**src/hw/rtl/iol_pkg.sv**
```systemverilog
// Package for the indexed ordered list: field widths, default sizes
// and request codes. No dependencies.
package iol_pkg;

	localparam int DEPTH_DEF     = 16;
	localparam int WORD_BITS_DEF = 32;

	localparam int REQ_W  = 3;
	localparam int POS_W  = 5;
	localparam int DATA_W = 32;
	localparam int LEN_W  = 5;

	typedef enum logic [REQ_W-1:0] {
		REQ_APPEND = 3'd0,
		REQ_POP    = 3'd1,
		REQ_GET    = 3'd2,
		REQ_REMOVE = 3'd3,
		REQ_INSERT = 3'd4,
		REQ_CLEAR  = 3'd5
	} req_t;

endpackage

```
**src/hw/rtl/indexed_ordered_list.sv**
```systemverilog
// Indexed ordered list top level: word store in a synchronous RAM plus the
// request sequencer that moves entries for insert and remove.
// Depends on iol_pkg.

// One request is worked at a time; the result appears in an output register
// so the next request is taken while the previous result waits. Append, clear
// and refused requests go straight to the response step; get and pop pass a
// fetch step first; remove fetches and then moves entries, insert moves them
// without a fetch. Moves are paced by the single word RAM, which moves one
// entry per cycle (read one ahead, write one behind). No clearing pass after
// reset: entries are only read below the length.
module indexed_ordered_list #(
	parameter int DEPTH     = iol_pkg::DEPTH_DEF,
	parameter int WORD_BITS = iol_pkg::WORD_BITS_DEF
) (
	input  logic                       clk,
	input  logic                       arst_n,
	input  logic                       req_valid,
	output logic                       req_ready,
	input  logic [iol_pkg::REQ_W-1:0]  req_type,
	input  logic [iol_pkg::POS_W-1:0]  position,
	input  logic [iol_pkg::DATA_W-1:0] word_in,
	output logic                       res_valid,
	input  logic                       res_ready,
	output logic [iol_pkg::DATA_W-1:0] word_out,
	output logic                       failed,
	output logic [iol_pkg::LEN_W-1:0]  length
);
	import iol_pkg::*;

	localparam int AW   = $clog2(DEPTH);
	localparam int CW   = $clog2(DEPTH + 1);
	localparam int CMPW = (CW > POS_W) ? CW : POS_W;

	typedef enum logic [3:0] {
		ST_IDLE  = 4'b0001,
		ST_FETCH = 4'b0010,
		ST_SHIFT = 4'b0100,
		ST_RESP  = 4'b1000
	} state_t;

	state_t               state_q;
	logic [CW-1:0]        cnt_q;
	logic [REQ_W-1:0]     op_q;
	logic [AW-1:0]        pos_q;
	logic [WORD_BITS-1:0] word_q;
	logic [WORD_BITS-1:0] res_q;
	logic                 fail_q;
	logic [AW-1:0]        src_q;
	logic [CW-1:0]        rem_q;
	logic                 pend_s1;
	logic [AW-1:0]        dst_s1;
	logic                 res_valid_q;
	logic [DATA_W-1:0]    word_out_q;
	logic                 failed_q;
	logic [LEN_W-1:0]     length_q;

	logic [WORD_BITS-1:0] mem_q [DEPTH];
	logic [WORD_BITS-1:0] rd_q;
	logic                 mem_we;
	logic [AW-1:0]        mem_waddr;
	logic [WORD_BITS-1:0] mem_wdata;
	logic [AW-1:0]        mem_raddr;

	logic                 accept;
	logic                 bad;
	logic                 full;
	logic                 slot_free;
	logic                 is_remove;
	logic                 shift_done;
	logic [CMPW-1:0]      pos_x;
	logic [CMPW-1:0]      cnt_x;
	logic [CW-1:0]        pos_c;
	logic [CW-1:0]        cnt_m1;

	assign req_ready  = (state_q == ST_IDLE);
	assign accept     = req_valid && req_ready;
	assign full       = (cnt_q == CW'(DEPTH));
	assign pos_x      = CMPW'(position);
	assign cnt_x      = CMPW'(cnt_q);
	assign pos_c      = CW'(position);
	assign cnt_m1     = cnt_q - CW'(1);
	assign slot_free  = !res_valid_q || res_ready;
	assign is_remove  = (op_q == REQ_REMOVE);
	assign shift_done = (rem_q == '0) && !pend_s1;

	always_comb begin
		case (req_type)
			REQ_APPEND: bad = full;
			REQ_POP:    bad = (cnt_q == '0);
			REQ_GET:    bad = (pos_x >= cnt_x);
			REQ_REMOVE: bad = (pos_x >= cnt_x);
			REQ_INSERT: bad = full || (pos_x > cnt_x);
			REQ_CLEAR:  bad = 1'b0;
			default:    bad = 1'b1;
		endcase
	end

	// single write port: append at accept, moved entry, or the inserted word
	always_comb begin
		mem_we    = 1'b0;
		mem_waddr = cnt_q[AW-1:0];
		mem_wdata = WORD_BITS'(word_in);
		if (state_q == ST_IDLE) begin
			mem_we = accept && !bad && (req_type == REQ_APPEND);
		end else if (state_q == ST_SHIFT) begin
			if (pend_s1) begin
				mem_we    = 1'b1;
				mem_waddr = dst_s1;
				mem_wdata = rd_q;
			end else if (rem_q == '0 && op_q == REQ_INSERT) begin
				mem_we    = 1'b1;
				mem_waddr = pos_q;
				mem_wdata = word_q;
			end
		end
	end

	always_comb begin
		if (state_q == ST_IDLE) begin
			mem_raddr = (req_type == REQ_POP) ? cnt_m1[AW-1:0] : pos_x[AW-1:0];
		end else begin
			mem_raddr = src_q;
		end
	end

	always_ff @(posedge clk) begin
		if (mem_we) begin
			mem_q[mem_waddr] <= mem_wdata;
		end
		rd_q <= mem_q[mem_raddr];
	end

	always_ff @(posedge clk or negedge arst_n) begin
		if (!arst_n) begin
			state_q     <= ST_IDLE;
			cnt_q       <= '0;
			op_q        <= '0;
			src_q       <= '0;
			rem_q       <= '0;
			pend_s1     <= 1'b0;
			fail_q      <= 1'b0;
			res_valid_q <= 1'b0;
		end else begin
			if (state_q == ST_RESP && slot_free) begin
				res_valid_q <= 1'b1;
			end else if (res_ready) begin
				res_valid_q <= 1'b0;
			end

			case (state_q)
				ST_IDLE: begin
					if (accept) begin
						op_q   <= req_type;
						fail_q <= bad;
						if (bad) begin
							state_q <= ST_RESP;
						end else begin
							case (req_type)
								REQ_APPEND: begin
									cnt_q   <= cnt_q + CW'(1);
									state_q <= ST_RESP;
								end
								REQ_POP: begin
									cnt_q   <= cnt_m1;
									state_q <= ST_FETCH;
								end
								REQ_GET, REQ_REMOVE: begin
									state_q <= ST_FETCH;
								end
								REQ_INSERT: begin
									// move entries pos..cnt-1 up by one, top first
									src_q   <= cnt_m1[AW-1:0];
									rem_q   <= cnt_q - pos_c;
									state_q <= ST_SHIFT;
								end
								REQ_CLEAR: begin
									cnt_q   <= '0;
									state_q <= ST_RESP;
								end
								default: begin
									state_q <= ST_RESP;
								end
							endcase
						end
					end
				end
				ST_FETCH: begin
					if (is_remove) begin
						// move entries pos+1..cnt-1 down by one, bottom first
						src_q   <= pos_q + AW'(1);
						rem_q   <= cnt_q - CW'(pos_q) - CW'(1);
						state_q <= ST_SHIFT;
					end else begin
						state_q <= ST_RESP;
					end
				end
				ST_SHIFT: begin
					pend_s1 <= (rem_q != '0);
					if (rem_q != '0) begin
						src_q <= is_remove ? src_q + AW'(1) : src_q - AW'(1);
						rem_q <= rem_q - CW'(1);
					end else if (!pend_s1) begin
						cnt_q   <= is_remove ? cnt_m1 : cnt_q + CW'(1);
						state_q <= ST_RESP;
					end
				end
				ST_RESP: begin
					if (slot_free) begin
						state_q <= ST_IDLE;
					end
				end
				default: begin
					state_q <= ST_IDLE;
				end
			endcase
		end
	end

	always_ff @(posedge clk) begin
		if (accept) begin
			pos_q  <= pos_x[AW-1:0];
			word_q <= WORD_BITS'(word_in);
			res_q  <= '0;
		end
		if (state_q == ST_FETCH) begin
			res_q <= rd_q;
		end
		if (state_q == ST_SHIFT && rem_q != '0) begin
			dst_s1 <= is_remove ? src_q - AW'(1) : src_q + AW'(1);
		end
		if (state_q == ST_RESP && slot_free) begin
			word_out_q <= fail_q ? '0 : DATA_W'(res_q);
			failed_q   <= fail_q;
			length_q   <= LEN_W'(cnt_q);
		end
	end

	assign res_valid = res_valid_q;
	assign word_out  = word_out_q;
	assign failed    = failed_q;
	assign length    = length_q;

	a_cnt_bound: assert property (@(posedge clk) disable iff (!arst_n)
		cnt_q <= CW'(DEPTH))
		else $error("entry count above depth");

	a_pend_in_shift: assert property (@(posedge clk) disable iff (!arst_n)
		pend_s1 |-> (state_q == ST_SHIFT))
		else $error("moved entry pending outside shift");

	a_bad_code: assert property (@(posedge clk) disable iff (!arst_n)
		(accept && req_type > REQ_CLEAR) |=> (fail_q && state_q == ST_RESP))
		else $error("unused request code not refused");

	a_fail_zero: assert property (@(posedge clk) disable iff (!arst_n)
		(res_valid && failed) |-> (word_out == '0))
		else $error("refused beat carries a word");

	a_rise_from_resp: assert property (@(posedge clk) disable iff (!arst_n)
		$rose(res_valid) |-> $past(state_q == ST_RESP))
		else $error("result beat without a response step");

endmodule
```
**config.mk**
```make
export PLATFORM = sky130hd
export DESIGN_NAME = indexed_ordered_list
export DESIGN_NICKNAME = d
export VERILOG_FILES = /design/src/hw/rtl/iol_pkg.sv /design/src/hw/rtl/indexed_ordered_list.sv
export SDC_FILE = /design/constraint.sdc
export NUM_CORES = 1
export LEC_CHECK = 0
export BUFFER_PORTS_ARGS = -buffer_cell sky130_fd_sc_hd__buf_2
export CORE_ASPECT_RATIO = 1.1
export CORE_MARGIN = 10
export CORE_UTILIZATION = 62
export DETAILED_ROUTE_END_ITERATION = 8
export GPL_TIMING_DRIVEN = 0
export PLACE_DENSITY = 0.83
export REMOVE_ABC_BUFFERS = 1
export SLEW_MARGIN = 20
export SYNTH_ARGS = -nofsm -noshare
export SYNTH_HDL_FRONTEND = slang
export SYNTH_SLANG_ARGS = --single-unit
```
**constraint.sdc**
```tcl
create_clock -name clk -period 5.99 [get_ports clk]
set_input_delay 0.2995 -clock clk [delete_from_list [all_inputs] [get_ports clk]]
set_output_delay 0.2995 -clock clk [all_outputs]
set_load 0.03 [all_outputs]
```
Word-level counts from Yosys, hierarchy flattened
Memories as Yosys holds them, arrays and structs flattened. A register that Yosys moved wholly into a read port is not among the register bits.
Cells that the tools add are included.
W data, S select, Z words.
- input bits: 44
- output and inout port bits: 40
- memory bits (writable): 512
- register bits: 134
- memories: 1
- memory list (name ; words ; width ; rd ports ; clocked after Yosys merged registers in ; write ports ; line ; text):
    mem_q ; 16 ; 32 ; 1 ; 1 ; 1 ; indexed_ordered_list.sv:58 ; logic [WORD_BITS-1:0] mem_q [DEPTH];
- reduce and logical (&&, ||, !) cells: 24
- muxes and demuxes: 50
- order comparisons: 2
- add/sub/neg operators: 9
- eq/ne operators: 21
- operators by type and width (kind ; count):
    $mux W32 ; 6
    $mux W4 ; 19
    $mux W5 ; 10
    $pmux W5 S3 ; 2
    $pmux W4 S4 ; 1
    $sub A5 B1 Y5 const B ; 3
    $pmux W4 S3 ; 1
    $reduce_and A6 Y1 ; 2
    $logic_not A5 Y1 ; 2
    $ne A2 B2 Y1 const B ; 5
    $pmux W5 S2 ; 1
    $eq A3 B2 Y1 const B ; 3
    $eq A3 B3 Y1 const B ; 3
    $add A4 B1 Y4 const B ; 2
    $mux W1 ; 8
    $pmux W4 S2 ; 1
    $logic_and A1 B1 Y1 ; 6
    $ne A2 B1 Y1 const B ; 3
    $reduce_bool A2 Y1 ; 3
    $add A5 B1 Y5 const B ; 1
    $eq A5 B5 Y1 const B ; 1
    $ge A5 B5 Y1 ; 1
    $gt A5 B5 Y1 ; 1
    $pmux W1 S5 ; 1
    18 further kinds ; 20

Depth between registers and ports, before layout
Gate-level depths: netlist of run 1.
- depth in word-level cells: 9
- depth in mapped cells: 12
- gate-level depth less buffers: 10

Least setup slack after synthesis of run 1
No wires, ideal clock.
- path kind: flip-flop to flip-flop
- start: register rem_q[0]
- end: memory mem_q[15][0] in the netlist's numbering (enable)
- library setup time: 0.461 ns
- clock period less this slack: 4.802 ns
- data required time: 5.529 ns
- setup slack: 1.188 ns
- data arrival time: 4.341 ns
- cell stages (with the launch flop): 10
- buffers on the path: 1
- cell sequence: dfrtp_1 -> inv_1 -> ha_1 -> nor4b_1 -> nand2_1 -> clkbuf_1 -> a2bb2oi_1 -> o221ai_1 -> or2_2 -> nor3_1
- word-level cells in the longest chain between the ends: 8
- elaborated cells on any way between the ends: 12
- classes of those cells: 10 x mux; 2 x reduce/logical
- RTL lines (element ; line ; text):
    start: declaration ; indexed_ordered_list.sv:50 ; logic [CW-1:0] rem_q;
    start signal: assignment ; indexed_ordered_list.sv:174 ; rem_q <= cnt_q - pos_c;
    start signal: assignment ; indexed_ordered_list.sv:192 ; rem_q <= cnt_q - CW'(pos_q) - CW'(1);
    start signal: assignment ; indexed_ordered_list.sv:202 ; rem_q <= rem_q - CW'(1);
    $logic_not A5 Y1 (*) ; indexed_ordered_list.sv:111 ; end else if (rem_q == '0 && op_q == REQ_INSERT) begin
    $logic_and A1 B1 Y1 (*) ; indexed_ordered_list.sv:111 ;
    $mux W1 ; indexed_ordered_list.sv:111 ;
    $mux W1 ; indexed_ordered_list.sv:107 ; if (pend_s1) begin
    $mux W1 ; indexed_ordered_list.sv:106 ; end else if (state_q == ST_SHIFT) begin
    $mux W1 ; indexed_ordered_list.sv:104 ; if (state_q == ST_IDLE) begin
    $mux W1 ; indexed_ordered_list.sv:128 ; if (mem_we) begin
    $mux W1 (not written as such) ; indexed_ordered_list.sv:129 ; mem_q[mem_waddr] <= mem_wdata;
    end: declaration ; indexed_ordered_list.sv:58 ;
Mark *: on every way between the ends. The rest lies on a longest branch, timed or not.

Final worst setup path of run 1
- start: register rem_q[0]
- end: memory mem_q[1][28] in the netlist's numbering (enable)
Same word-level chain as after synthesis.

==> results.md, run 1 <==
* Status: complete, no violations
* Synth area leaders: edfxtp_1 69%, mux2i_1 5.2%, a221oi_1 4.1%
* # nets final at around 2000
* Area Growth Syn to Fin at 18.0%
* 1st-iter DRT viols at 2752
* ANT nets after route at 0
* Synth Instances at 1788
* Yosys warnings at 0
* CTS H-tree depth at 2
* Slew HR at between 20% and 30%
* CP max stage cell: nor4b_2
* Slowest cell delay on critical path at about 800 ps
* Count of cell types in the netlist at 60
* Peak VDD IR at ~0.38 mV
* Avg Synthesized Cell Area at around 15 um^2
* Vias per cell at 6.83
* # clock sinks at around 680
* Fmax at ~210 MHz
* Drt pass-1 iters at 5
* CP Data Required Time at approximately 6300 ps
* Congestion Overflow GR at 0
* Seq cells post-synth at roughly 680
* Fin util at 74.0%
* Routability congestion estimate from global placement at about 0.9
* Slew Viols, Final at 0
* Post-route insts no fill at approximately 2600
* Synth cell count leaders: 622 x edfxtp_1, 161 x nand2_1, 148 x a21oi_1
* Max FO, Critical Path at 38
* Hold crit path type: primary input to flop
* Total Routed Length at between 70 and 80 mm
* Period utilization at 80.8%
* Largest net degree at the start of global routing at between 50 and 60
* Yosys top cell by area: edfxtp_1
* Post-synth top area share at 68.7%
* Primary FF master, synth: edfxtp_1
* RSZ-0062 raised after global routing: no
* # rows at 80
* Num CTS Buffers at a little over 60
* Antenna violations before repair at 0
* Cells after DPL at ~2500
* Mapped Area at between 20000 and 30000 um^2
* WP buf/inv at 5
* Antenna diode count at 0
* Fin Hold WS at 105 ps
* Top-count cell post-synth: edfxtp_1
* Initial Utilization at roughly 63%
* Min cycle time layout at approximately 4800 ps
* CTS Buffer Depth at 3
* DP Wirelength at about 46 mm
* Buffers on Ports at slightly above 80
* Final hold violation count at 0
* CP arrival at just over 5000 ps
* Skew final at ~25 ps
* Clock root buffer: clkbuf_16
* Clock transition at the registers of the reported paths at ~70 ps
* DR vias at 17800
* Final setup vio count at 0
* Number of global-route vias before repair at between 15000 and 20000
* Global-route wire length before repair at approximately 110 mm
* Num ports at 84
* Crit Path Category: flop to flop
* CTS tree: yes
* Max-cap violation count at 0
* Skew-Pair Late Insertion Delay at 650 ps
* Ys async rst share at ~3.5%
* Post-CTS Setup Repair Bufs at 0
* Crit start category: flop
* P per Cell Area at roughly 500 nW/um^2
* DIE AREA at 52600 um^2
* Chip width at 220 um
* DIE HEIGHT at 240 um
* Slew at the pin with the worst max-slew slack at 1120 ps
* Number of synthesized flops with an enable pin at just over 600
* Largest delay contributor family on the critical path: simple AND/OR/NAND/NOR gates
* Core area at around 43000 um^2
* Leakage power at between 10 and 15 nW
* Total track usage at between 20 and 30%
* Share of cells above drive strength 1 at a little under a fifth
* Critical-path cell list: inv_1 -> ha_1 -> nor4b_2 -> nand2_4 -> a2bb2oi_1 -> o221ai_1 -> nand2b_1 -> nor3_2 -> buf_4 -> buf_4 -> buf_6 -> buf_6
* WL/cell at approximately 28 um
* DR DRC count at 0
* Register area share after synthesis at between 70% and 80%
* Worst setup EP type: flop
[layout by cell type (no fill, tap or decap), types with 22 or more instances in the layout]
cell           Yosys  final
a21oi_1          148    147
a221oi_1         128    128
a22oi_1           66     66
and2_1            31     31
buf_16             0     24
buf_2             12     87
buf_4              4     68
buf_6              9     22
clkbuf_16          0     61
dfxtp_1           32     32
dlygate4sd3_1      0     40
edfxtp_1         622    622
inv_1             27     26
mux2i_1          140    140
nand2_1          161    155
nor2b_1           37     36
o21ai_1            0     31
or4_1             32     32
[flip-flops by register name, indices dropped and copies added, names as in the netlist]
signal,flops
cnt_q,5
dst_s1,4
fail_q,1
failed,1
length,5
mem_q,512
op_q,3
pend_s1,1
pos_q,4
rd_q,32
rem_q,5
res_q,32
res_valid,1
src_q,4
state_q,4
word_out,32
word_q,32
[logic make-up after synthesis]
logic type      Yosys count  synth area share [%]
buf+inv                 147                  2.44
xor+xnor                 19                 0.612
compound gates          436                  11.0
simple gates            341                  6.26
fa+ha+maj                19                 0.930
mux                     148                  5.49
flops                   678                  73.3
[metal layers]
metal / part of all wire, % / GRT usage (%) / up-vias
li1: - / - / 7436
met1: 35 / 35.4 / 8825
met2: 48 / 44.3 / 1337
met3: 12 / 5.94 / 241
met4: 4.7 / 13.0 / 0
met5: 0 / 0 / -
[area by class of cell]
cell class / count / area [um^2]
fillers: 2343 / 11300
clock buffers: 69 / 1560
clock inverters: 47 / 542
flip-flops and latches: 678 / 19900
repair buffers: 252 / 2460
well taps: 574 / 718
multi-input cells: 963 / 6760
inverters: 28 / 120
[power breakdown]
part           leakage [nW]  internal, mW  switching (mW)
sequential             6.15          5.83           0.283
clock                  1.02          2.32            1.76
combinational          4.27          2.28            3.72
[through the flow]
step / TNS [ps] / instance area (um^2) / setup WS, ps / power (mW)
floorplan: -97290 / 26600 / -3040 / 9.70
global placement: -3925810 / 27800 / -6090 / 10.3
detailed placement: 0 / 29600 / 1330 / 12.0
CTS: 0 / 32100 / 1270 / 16.1
global route: 0 / 32100 / 1110 / 16.8
finish: 0 / 32100 / 1150 / 16.2
[tightest hold or removal path: cells and delay by family]
family | cells | cell delay [ps]
buffers and inverters | 2 | 280
AOI/OAI and AO/OA | 1 | 120
[what timing repair did]
| action | in CTS | in global routing |
|---|---|---|
| hold buffers | 40 | 0 |
| setup endpoints to repair | 0 | 0 |
| endpoints found under the hold margin | 62 | 0 |
| resized for setup | 0 | 0 |
[worst paths after layout]
kind,from,end,slack (ps),cells after the start
worst max-delay path,rem_q[0]$_DFFE_PN0P_,mem_q[1][28]$_DFFE_PP_,1150,12
worst max register to register,rem_q[0]$_DFFE_PN0P_,mem_q[1][28]$_DFFE_PP_,1150,12
min in group asynchronous,arst_n,rem_q[3]$_DFFE_PN0P_,210,2
worst min-delay path,req_type[1],op_q[1]$_DFFE_PN0P_,110,3
max in group asynchronous,arst_n,pend_s1$_DFFE_PN0P_,5330,2
worst min register to register,res_q[8]$_SDFFCE_PN0P_,word_out[8]$_SDFFCE_PP0P_,520,1
Note: power is estimated with default switching activity, not from simulation.
==> run 2, diff against run 1 <==
Settings changed: CORE_UTILIZATION 62 to 56, PLACE_DENSITY 0.83 to 0.8.
Clock period 5.99 ns to 4.05 ns, I/O delays scaled along.
==> run 2 against run 1 <==
  * Cell count increased by 2.8%
  * Clock-buffer cell count increased by 20
  * Critical endpoint is now mem_q[13][25]$_DFFE_PP_
  * Fmax increased by 21%
  * Sequential power increased by 48%
  * Worst setup slack got worse by 1100 ps
  * Die area increased by 9.8%
  * Largest cell class unchanged
  * Critical path type unchanged
  * Critical path depth decreased by 1
==> results.md, run 2 (same netlist as run 1, synthesis figures left out) <==
* Num ports at between 80 and 90
* Core area at approximately 48000 um^2
* Commonest non-fill, non-tap cells in the layout: 622 x edfxtp_1, 155 x nand2_1, 146 x a21oi_1, 140 x mux2i_1, 128 x a221oi_1
* Max FO, Critical Path at 16
* CP Data Required Time at around 4300 ps
* Number of global-route vias before repair at roughly 18000
* Buffers on Ports at 83
* CTS tree: yes
* Total track usage at around a quarter
* Fmax at 251 MHz
* Drt pass-1 iters at 5
* Initial Utilization at between 50% and 60%
* DR DRC count at 0
* R2R setup slack at approximately 66 ps
* Area Growth Syn to Fin at 19.3%
* WL/cell at between 20 and 30 um
* CTS H-tree depth at 3
* Largest net degree at the start of global routing at 53
* Final setup vio count at 0
* Hold crit path type: primary input to flop
* Reg2Reg Launch Point: cnt_q[0]$_DFFE_PN0P_
* Biggest register: mem_q
* CP arrival at between 4000 and 5000 ps
* P per Cell Area at 756 nW/um^2
* Total Routed Length at 72.1 mm
* Largest register FFs at 512
* Start point of the worst hold path: req_type[1]
* Congestion Overflow GR at 0
* Routability congestion estimate from global placement at between 0.8 and 0.9
* Min cycle time layout at roughly 4000 ps
* Hold path depth at 3
* Post-route insts no fill at 2684
* # clock sinks at slightly below 700
* Slew HR at a little under a quarter
* Status: complete, no violations
* DIE HEIGHT at around 250 um
* Crit path from: cnt_q[0]$_DFFE_PN0P_
* Period utilization at roughly 98%
* Max-cap violation count at 0
* RSZ-0062 raised after global routing: yes
* Clock transition at the registers of the reported paths at around 70 ps
* ANT nets after route at 0
* 1st-iter DRT viols at 2456
* Skew final at between 30 and 40 ps
* # rows at 84
* Antenna violations before repair at 1
* Antenna diode count at 0
* Clock root buffer: clkbuf_16
* Most common cell after layout, fill and taps aside: edfxtp_1
* Peak VDD IR at about 0.55 mV
* Share of cells above drive strength 1 at 18.0%
* Num CTS Buffers at 67
* Chip width at approximately 230 um
* Slew at the pin with the worst max-slew slack at 1140 ps
* Global-route wire length before repair at 108 mm
* Cells after DPL at 2515
* CTS Buffer Depth at 3
* DIE AREA at between 50000 and 60000 um^2
* Fin Hold WS at ~47 ps
* # nets final at between 2000 and 2500
* Slew Viols, Final at 0
* Worst R2R Path Depth at 11
* Worst setup EP type: flop
* Final hold violation count at 0
* Vias per cell at between 6 and 7
* DR vias at between 15000 and 20000
* Crit start category: flop
* Crit Path Category: flop to flop
* Leakage power at 11.6 nW
* Skew-Pair Late Insertion Delay at 620 ps
* DP Wirelength at 44.3 mm
## run 2: worst max-delay path, stage by stage (launching register included)
cell and delay (ps):
dfrtp_1 590, inv_1 260, ha_1 260, nor2b_1 140
o31a_1 150, o21ai_0 150, a21oi_2 490, a21oi_4 310
nor3_2 670, buf_6 250, buf_6 150, buf_4 200
## run 2: report_power, final
group,switching [mW],internal [mW],total [mW]
logic,5.52,3.37,8.89
clock network,2.61,3.95,6.56
registers,0.437,8.62,9.06
total,8.57,15.9,24.5
## run 2: timing repair
action | 4_1_cts | 5_1_grt
cloned | 1 | 0
hold buffers | 40 | 0
buffers inserted | 3 | 2
setup endpoints to repair | 828 | 43
hold endpoints to repair | 63 | 0
pin swaps | 1 | 0
resized for setup | 6 | 1
## run 2: area by class of cell
cell class                 count  area, um^2
tap                          645         807
clock inverter                34         454
sequential                   678       19900
clock buffer                  89        1890
multi-input combinational    964        6830
timing repair buffer         246        2410
inverter                      28         120
fill                        2973       15500
## run 2: worst paths after layout
path                                                end
worst max register to register  mem_q[13][25]$_DFFE_PP_
worst min register to register  res_q[27]$_SDFFCE_PN0P_
max in group asynchronous           pend_s1$_DFFE_PN0P_
worst min-delay path                op_q[1]$_DFFE_PN0P_
min in group asynchronous          cnt_q[0]$_DFFE_PN0P_
worst max-delay path            mem_q[13][25]$_DFFE_PP_
## run 2: routing by layer
metal / global-route usage [%] / wire [um]
met1: 31.6 / 26300
met2: 39.4 / 34300
met3: 5.53 / 8400
met4: 11.1 / 3050
met5: 0 / 0
## run 2: through the flow
stage | util, % | cell area, um^2 | total power, mW | worst slack (ps) | TNS [ps]
floorplan | - | 26600 | 13.4 | -4980 | -820400
global placement | 58.1 | 27900 | 14.3 | -8190 | -5859220
detailed placement | 61.7 | 29600 | 17.6 | -526 | -151730
CTS | 67.6 | 32400 | 24.4 | 42.6 | 0
global route | 67.7 | 32400 | 25.4 | -87.1 | -2260
finish | 67.7 | 32400 | 24.5 | 66.5 | 0
==> run 3, diff against run 2 <==
Settings changed: CORE_UTILIZATION 56 to 55, CTS_BUF_LIST set to sky130_fd_sc_hd__clkbuf_8, PLACE_DENSITY 0.8 to 0.76.
Clock period 4.05 ns to 4.7 ns, I/O delays scaled along.
==> run 3 against run 2 <==
  * Worst setup slack improved by 210 ps
  * Clock power fell by 29%
  * Utilization fell by 2.2 points
  * Routed wire length fell by 2.6%
  * Cell count rose by 3.0%
  * Largest cell class unchanged
  * Critical path depth rose by 1
  * Clock-buffer cell count rose by 32
  * Clock skew rose by 11 ps
  * Sequential cell count did not move
  * Highest routed layer unchanged
  * Critical endpoint is now mem_q[3][21]$_DFFE_PP_
  * First-iteration DRC count fell by 11%
  * Critical path type unchanged
  * Global-route usage fell by 0.96 points
  * Hold slack improved by 22 ps
==> results.md, run 3 (same netlist as run 1, synthesis figures left out) <==
* Metal2 WL at approximately 33 mm
* Worst R2R Path Depth at 12
* Final worst slack at 276 ps
* Max-cap violation count at 0
* Clock root buffer: clkbuf_8
* Status: complete, no violations
* DIE HEIGHT at about 250 um
* RSZ-0062 raised after global routing: no
* P per Cell Area at between 600 and 700 nW/um^2
* Worst setup EP type: flop
* Largest net degree at the start of global routing at 45
* Vias per cell at roughly 6.3
* RR Endpoint: mem_q[3][21]$_DFFE_PP_
* CP arrival at approximately 4800 ps
* Setup crit end: mem_q[3][21]$_DFFE_PP_
* Peak VDD IR at roughly 0.4 mV
* Num CTS Buffers at ~100
* Most common cell after layout, fill and taps aside: edfxtp_1
* CTS H-tree depth at 3
* Met3 WL at 7.43 mm
* Drt pass-1 iters at 6
* Reg2Reg Launch Point: cnt_q[0]$_DFFE_PN0P_
* Congestion Overflow GR at 0
* Total track usage at about a quarter
* Period utilization at ~94%
* Highest routed layer: met4
* DIE AREA at 58700 um^2
* Skew final at approximately 46 ps
* Max FO, Critical Path at 16
* Largest register FFs at about 510
* Min cycle time layout at 4420 ps
* CP max stage cell: a21oi_1
* Skew-Pair Late Insertion Delay at 710 ps
* R2R setup slack at approximately 280 ps
* Antenna violations before repair at 3
* ANT nets after route at 0
* WL/cell at 25.4 um
* Crit Path Category: flop to flop
* Routability congestion estimate from global placement at between 0.8 and 0.9
* CTS tree: yes
* Crit start category: flop
* Critical path's most frequent cell: buf_4
* Number of global-route vias before repair at roughly 17000
* Global-route wire length before repair at 105 mm
* Placed inst area at slightly below 30000 um^2
* # rows at 85
* Final setup vio count at 0
* Total Routed Length at between 70 and 80 mm
* Chip width at ~230 um
* CTS Buffer Depth at 3
* DP Wirelength at between 40 and 50 mm
* Slew Viols, Final at 0
* Clock transition at the registers of the reported paths at approximately 70 ps
* Buffers on Ports at 83
* Fin area at roughly 32000 um^2
* Critical path depth at 12
* # clock sinks at between 600 and 700
* Slowest cell delay on critical path at about 670 ps
* Commonest non-fill, non-tap cells in the layout: 622 x edfxtp_1, 155 x nand2_1, 147 x a21oi_1, 140 x mux2i_1, 128 x a221oi_1
* DR vias at 17500
* Slew HR at between 20% and 30%
* Leakage power at roughly 12 nW
* Share of cells above drive strength 1 at 19.2%
* Crit path from: cnt_q[0]$_DFFE_PN0P_
* # nets final at about 2100
* Area Growth Syn to Fin at 17.9%
* Dpl ws at -3.49 ps
* Fmax at around 230 MHz
* Metal-1 WL at 26.7 mm
* Final hold violation count at 0
* Biggest register: mem_q
* WP buf/inv at 5
* Hold crit path type: primary input to asynchronous set/reset pin
* Num ports at 84
* CP Data Required Time at approximately 5100 ps
* Post-CTS Setup Repair Bufs at 0
* Initial Utilization at 55.6%
* Critical-path cell list: inv_1 -> ha_1 -> nor2b_1 -> o31a_1 -> o21ai_0 -> a21oi_1 -> a21oi_2 -> nor3_2 -> buf_4 -> buf_6 -> buf_4 -> buf_4
* DR DRC count at 0
* Slew at the pin with the worst max-slew slack at 1140 ps
* 1st-iter DRT viols at between 2000 and 2500
* Core area at about 50000 um^2
* Largest delay contributor family on the critical path: compound AO/OA/AOI/OAI gates
[run 3: area by class of cell]
| cell class | count | area (um^2) |
|---|---|---|
| flip-flops and latches | 678 | 19900 |
| fillers | 3246 | 16900 |
| multi-input cells | 963 | 6790 |
| repair buffers | 248 | 2360 |
| clock buffers | 121 | 1670 |
| well taps | 652 | 816 |
| clock inverters | 73 | 378 |
| inverters | 28 | 120 |
| diodes | 1 | 2.50 |
[run 3: timing repair]
| action | CTS | global route |
|---|---|---|
| hold buffers | 42 | 0 |
| endpoints found under the hold margin | 67 | 0 |
| setup endpoints to repair | 14 | 7 |
| cloned | 0 | 0 |
| resized for setup | 2 | 1 |
[run 3: how the worst min path moves through the flow]
stage	from	end	slack (ps)	depth (start not counted)
finish	arst_n	src_q[0]$_DFFE_PN0P_	70	2
global route	arst_n	src_q[0]$_DFFE_PN0P_	130	2
CTS	arst_n	src_q[0]$_DFFE_PN0P_	50	2
detailed placement	arst_n	rem_q[3]$_DFFE_PN0P_	280	1
global placement	arst_n	rem_q[3]$_DFFE_PN0P_	260	1
floorplan	arst_n	cnt_q[0]$_DFFE_PN0P_	-60	0
[run 3: layer usage]
| metal | track usage (%) | vias up |
|---|---|---|
| met5 | 0 | - |
| met4 | 10.8 | 0 |
| met3 | 4.44 | 214 |
| met2 | 37.7 | 1093 |
| met1 | 30.9 | 8658 |
| li1 | - | 7537 |
[run 3: stage by stage]
stage	TNS (ps)	utilization (%)	total power [mW]	instances	hold slack (ps)
final	0	65.5	19.9	2764	69.6
after global placement	-5162350	57.0	12.6	2404	264
after CTS	0	65.5	19.9	2763	48.2
after global routing	0	65.5	20.8	2764	129
after floorplan	-411600	-	11.8	1669	-60.6
after detailed placement	-17.3	60.4	15.1	2527	276
[run 3: power breakdown]
group	switching, mW	internal (mW)	total (mW)
registers	0.424	7.43	7.86
clock network	2.26	2.42	4.69
logic	4.54	2.84	7.37
total	7.23	12.7	19.9
